$ cat src/hdl/sbcl_pkg.sv
// Package for the swept box collision limit block.
// Holds the default widths and the normal codes; depends on nothing.
package sbcl_pkg;
  localparam int CoordBits = 16;
  localparam int FracBits  = 16;

  localparam logic signed [1:0] NormNone = 2'sb00;
  localparam logic signed [1:0] NormPos  = 2'sb01;
  localparam logic signed [1:0] NormNeg  = 2'sb11;
endpackage

$ cat src/hdl/sbcl_div.sv
// Pipelined restoring divider: quotient of (gap << FB) by den, one bit a stage.
// Depends on sbcl_pkg; advances only when en is high.
module sbcl_div #(
  parameter int NB = 16,
  parameter int QB = 33,
  parameter int TB = 1
) (
  input  logic          clk,
  input  logic          en,
  input  logic [QB-1:0] num,
  input  logic [NB-1:0] den,
  input  logic [TB-1:0] tag_in,
  output logic [QB-1:0] quo,
  output logic [TB-1:0] tag_out
);
  import sbcl_pkg::*;

  logic [NB:0]   rem [QB+1];
  logic [QB-1:0] qs  [QB+1];
  logic [QB-1:0] ns  [QB+1];
  logic [NB-1:0] ds  [QB+1];
  logic [TB-1:0] ts  [QB+1];

  assign rem[0] = '0;
  assign qs[0]  = '0;
  assign ns[0]  = num;
  assign ds[0]  = den;
  assign ts[0]  = tag_in;

  for (genvar i = 0; i < QB; i++) begin : g_stage
    logic [NB+1:0] sh;
    logic [NB+1:0] diff;
    assign sh   = {rem[i], ns[i][QB-1-i]};
    assign diff = sh - {2'b00, ds[i]};
    always_ff @(posedge clk) begin
      if (en) begin
        if (!diff[NB+1]) begin
          rem[i+1] <= diff[NB:0];
          qs[i+1]  <= {qs[i][QB-2:0], 1'b1};
        end else begin
          rem[i+1] <= sh[NB:0];
          qs[i+1]  <= {qs[i][QB-2:0], 1'b0};
        end
        ns[i+1] <= ns[i];
        ds[i+1] <= ds[i];
        ts[i+1] <= ts[i];
      end
    end
  end

  assign quo     = qs[QB];
  assign tag_out = ts[QB];
endmodule

$ cat config.mk
export PLATFORM = sky130hd
export DESIGN_NAME = sbcl_div
export DESIGN_NICKNAME = d
export VERILOG_FILES = /design/src/hdl/sbcl_pkg.sv /design/src/hdl/sbcl_div.sv
export SDC_FILE = /design/constraint.sdc
export NUM_CORES = 2
export LEC_CHECK = 0
export BUFFER_PORTS_ARGS = -buffer_cell sky130_fd_sc_hd__buf_4
export CAP_MARGIN = 15
export CORE_MARGIN = 2
export CORE_UTILIZATION = 50
export DETAILED_ROUTE_END_ITERATION = 8
export MAX_ROUTING_LAYER = met4
export PLACE_DENSITY = 0.67
export SLEW_MARGIN = 20
export SYNTH_ARGS = -nofsm -noshare
export SYNTH_HDL_FRONTEND = slang
export SYNTH_SLANG_ARGS = --single-unit
$ cat constraint.sdc
create_clock -name clk -period 5.49 [get_ports clk]
set_input_delay 1.098 -clock clk [delete_from_list [all_inputs] [get_ports clk]]
set_output_delay 1.098 -clock clk [all_outputs]
set_load 0.005 [all_outputs]
# Word-level counts from Yosys, hierarchy flattened

Cells that the tools add are included.

$add $sub $neg: 33
Multiplexer cells: 65

Operator list:

| operator                     | number |
|---|---|
| subtractor 18 x 16 -> 18 bit | 32 |
| two-way mux 17 bit           | 31 |
| two-way mux 1 bit            | 34 |
| subtractor 1 x 16 -> 17 bit  | 1 |

Bits in registers: 2178
Input bits: 52
Output and inout port bits: 34
Logic and storage cells: 261

# Longest topological paths before layout

Depth after elaboration: 2
Mapped depth: 12
Gate-level depth less buffers: 10

# Least setup slack after synthesis

Ideal clock, no wire load.

Path kind: reg-to-reg
Start: reg ds[257] (netlist name)
End: reg rem, in the netlist g_stage[18].sh[10], data pin
Library setup time: 0.260 ns
Arrival time: 2.477 ns
Data required time: 5.230 ns
Path slack: 2.753 ns
Stages on the path, launching flop included: 11
Path buffers: 1
Period minus slack after synthesis: 2.737 ns
Path through: edfxtp_1 inv_1 ha_1 nor2b_1 o2111ai_1 a31oi_1 o311ai_1 a21boi_0 nor2_2 buf_6 mux2_2

Cells in the longest elaborated chain, start to end: 2

Ends and longest elaborated chain:

| what                            | line           | RTL |
|---|---|---|
| start, declared                 | sbcl_div.sv:21 | `logic [NB-1:0] ds [QB+1];` |
| start signal, assigned by index | sbcl_div.sv:45 | `ds[i+1] <= ds[i];` |
| subtractor 18 x 16 -> 18 bit    | sbcl_div.sv:34 | `assign diff = sh - {2'b00, ds[i]};` |
| two-way mux 17 bit              | sbcl_div.sv:37 | `if (!diff[NB+1]) begin` |
| end signal, assigned by index   | sbcl_div.sv:38 | `rem[i+1] <= diff[NB:0];` |
| end signal, assigned by index   | sbcl_div.sv:41 | `rem[i+1] <= sh[NB:0];` |
| end, declared                   | sbcl_div.sv:18 | `logic [NB:0] rem [QB+1];` |

No other way between the ends.
A chain may end at the register's enable or synchronous reset.

# Final worst setup path

Start: reg ds[148] (netlist name)
End: reg rem, in the netlist g_stage[25].sh[15], data pin

Same word-level chain as after synthesis.

==> results.tsv <==
metric	value	unit
critical path type	flop to flop	
clk slew on worst S/H paths	0.06	ns
Internal Power	0.0422	W
clk_skew	0.0410	ns
hold buffers post-CTS	0	
GP Congestion	0.881	
Yosys cell types	98	
final net count	7801	
Synth Instances	6997	
final hold violations	0	
vias in the first global route	53965	
antenna violations before repair	4	
crit path DAT	4.14	ns
outcome	complete, no violations	
Logic pwr share	0.366	
core box area	0.197	mm2
Crit. End Element	flop	
Synth-to-Final Area Change	11.0	%
number of cells after detailed placement	9624	
wire per inst	18.0	um
Die ar.	0.202	mm2
CTS Root Cell	clkbuf_16	
Max-cap violations	0	
synthesis warning total	0	
largest net degree at the start of global routing	158	
Non-Filler Instances	10032	
CP required	6.07	ns
main area contributors after synthesis	edfxtp_1, ha_1, mux2_2, inv_1, xnor2_1	
Worst Hold Class	flop to flop	
Global Route Usage Sum	0.183	
first-pass GRT wire length	290000	um
starting density of the core	0.504	
static leakage	42.6	nW
Slew HR	0.274	
vias per inst	5.42	
FP Rows	163	
Post-route DRC	0	
I/O Buffers	85	
Final period util	0.648	
unrepaired setup endpoints after global routing	no	
# resized after CTS	0	
# H-tree levels	4	
setup bufs post-CTS	0	
Synth Cell Area	0.0994	mm2
critical path peak fanout	16	
worst slew pin tran	1.09	ns
NetSw	0.0207	W
first-pass detailed-route iteration total	6	
CTS sink cnt	2178	
CTS tree	yes	
Post-synth EDFFs	2178	
mean post-synth cell area	14.2	um2
routed vias	54359	
Flop pwr share	0.395	
#FFs+latches synth	2178	
hpwl dp	126000	um
clock power share	0.238	
Synth top area share	0.658	
met2 usage	0.301	
power per cell area	570	mW/mm2
async set or reset register ratio after synthesis	0	
Critical-path top delay cell	nor2_2	
Tot Pwr	0.0629	W
top-count cell post-synth	edfxtp_1	
Die X	450	um
Final min period	3.56	ns
worst skew pair latency	0.86	ns
share of the yosys chip area belonging to registers	0.658	
Hold WS	0.402	ns
met1 Resource Use GR	0.238	
Worst Path Buf+Inv	1	
clock buffer depth	3	
crit path launch type	flop	
area leader, netlist	edfxtp_1	
Sw Ratio	0.329	
Post-DRT Antenna Nets	0	
CP peak stage delay	0.78	ns
total grt overflow	0	
Finish-stage setup viols	0	
# IOs	86	
Die H	450	um
top_reg_cell synth	edfxtp_1	
share of layout cells above drive strength 1	0.116	
Final Max Tran Viols	0	
Final TNS setup	0	ns
CTS Buf Count	219	
worst vdd ir	0.342	mV
Post-synth top cells	edfxtp_1, inv_1, ha_1	
crit-path cells	inv_1 > ha_1 > a21o_1 > a31oi_1 > a21oi_1 > o311ai_2 > a21boi_0 > nor2_2 > mux2_2	
fmax	281	MHz
Iteration-0 DRC Markers	3741	
met3 Resource Use GR	0.0262	
Top Usage Layer GRT	met2	
Post-Route WL	181000	um
R2R Setup Slk	1.93	ns
CP delay by family, top	compound AO/OA/AOI/OAI gates	
## cell families (layout without fill, tap and decap cells)
logic type                 after synthesis  count (layout)  synth area share
other                                    1               9         0.0000377
AOI/OAI and AO/OA                     1515            1515             0.102
buffers and inverters                  761            1148            0.0325
muxes                                  362             362            0.0408
and+or+nand+nor                       1215            1215            0.0591
DFF                                   2178            2178             0.658
xor gates and xnor gates               421             421            0.0373
adders and majority gates              544             544            0.0708
## layer usage
metal | vias up | share of wire
li1 | 26760 | -
met1 | 26457 | 0.45
met2 | 837 | 0.49
met3 | 305 | 0.034
met4 | 0 | 0.023
met5 | - | 0
## power by group through the flow
stage / clock network (W) / registers (W) / logic, W
detailed placement: 0 / 0.0253 / 0.0229
finish: 0.0150 / 0.0249 / 0.0231
CTS: 0.0155 / 0.0249 / 0.0231
global route: 0.0161 / 0.0252 / 0.0257
floorplan: 0 / 0.0242 / 0.0185
global placement: 0 / 0.0253 / 0.0227
## final cells by class
class	count	area [um2]
Fill cell	15924	87100
Sequential cell	2178	65400
Multi-Input combinational cell	4065	30800
Clock buffer	245	5580
Tap cell	2640	3300
Inverter	616	2310
Clock inverter	162	1770
Timing Repair Buffer	125	1150
Antenna cell	1	2.50
## flip-flops by register name, summed over array words and instances, names as in the netlist
register / count
tag_out: 1
qs: 528
ts: 32
ns: 496
g_stage.sh: 576
ds: 512
quo: 33
## cells in the final DEF (no fill, tap or decap), types with 54 or more instances in the layout
master / synthesis / final
a21o_1: 187 / 187
a21oi_1: 394 / 394
a31oi_1: 59 / 59
and3_1: 54 / 54
buf_4: 42 / 109
clkbuf_16: 0 / 219
clkinv_1: 2 / 55
edfxtp_1: 2178 / 2178
ha_1: 513 / 513
inv_1: 613 / 613
mux2_2: 303 / 303
nand2_1: 412 / 412
nand2b_1: 85 / 85
nand3_1: 70 / 69
nor2_1: 256 / 256
nor2b_1: 85 / 85
nor3_1: 62 / 62
o211ai_1: 65 / 65
o21a_1: 62 / 62
o21ai_0: 288 / 288
xnor2_1: 230 / 230
xor2_1: 188 / 188
## metrics by stage
| stage | util | worst slack, ns | instance area (um2) |
|---|---|---|---|
| 2_1_floorplan | - | 2.75 | 99400 |
| 3_3_place_gp | 0.522 | 1.93 | 103000 |
| 3_5_place_dp | 0.522 | 1.83 | 103000 |
| 4_1_cts | 0.559 | 1.81 | 110000 |
| 5_1_grt | 0.559 | 1.70 | 110000 |
| 6_report | 0.559 | 1.93 | 110000 |
## worst register-to-register path, stage by stage (launching register included)
cell,delay [ns]
edfxtp_1,0.44
inv_1,0.07
ha_1,0.36
a21o_1,0.20
a31oi_1,0.23
a21oi_1,0.21
o311ai_2,0.32
a21boi_0,0.21
nor2_2,0.78
mux2_2,0.44
## worst paths after layout
path / start / cells past startpoint / end
hold reg to reg: qs[101] / 0 / qs[69]
setup / recovery: ds[148] / 9 / g_stage[25].sh[15]
setup reg to reg: ds[148] / 9 / g_stage[25].sh[15]
hold / removal: qs[101] / 0 / qs[69]
(Power assumes the default switching activity.)
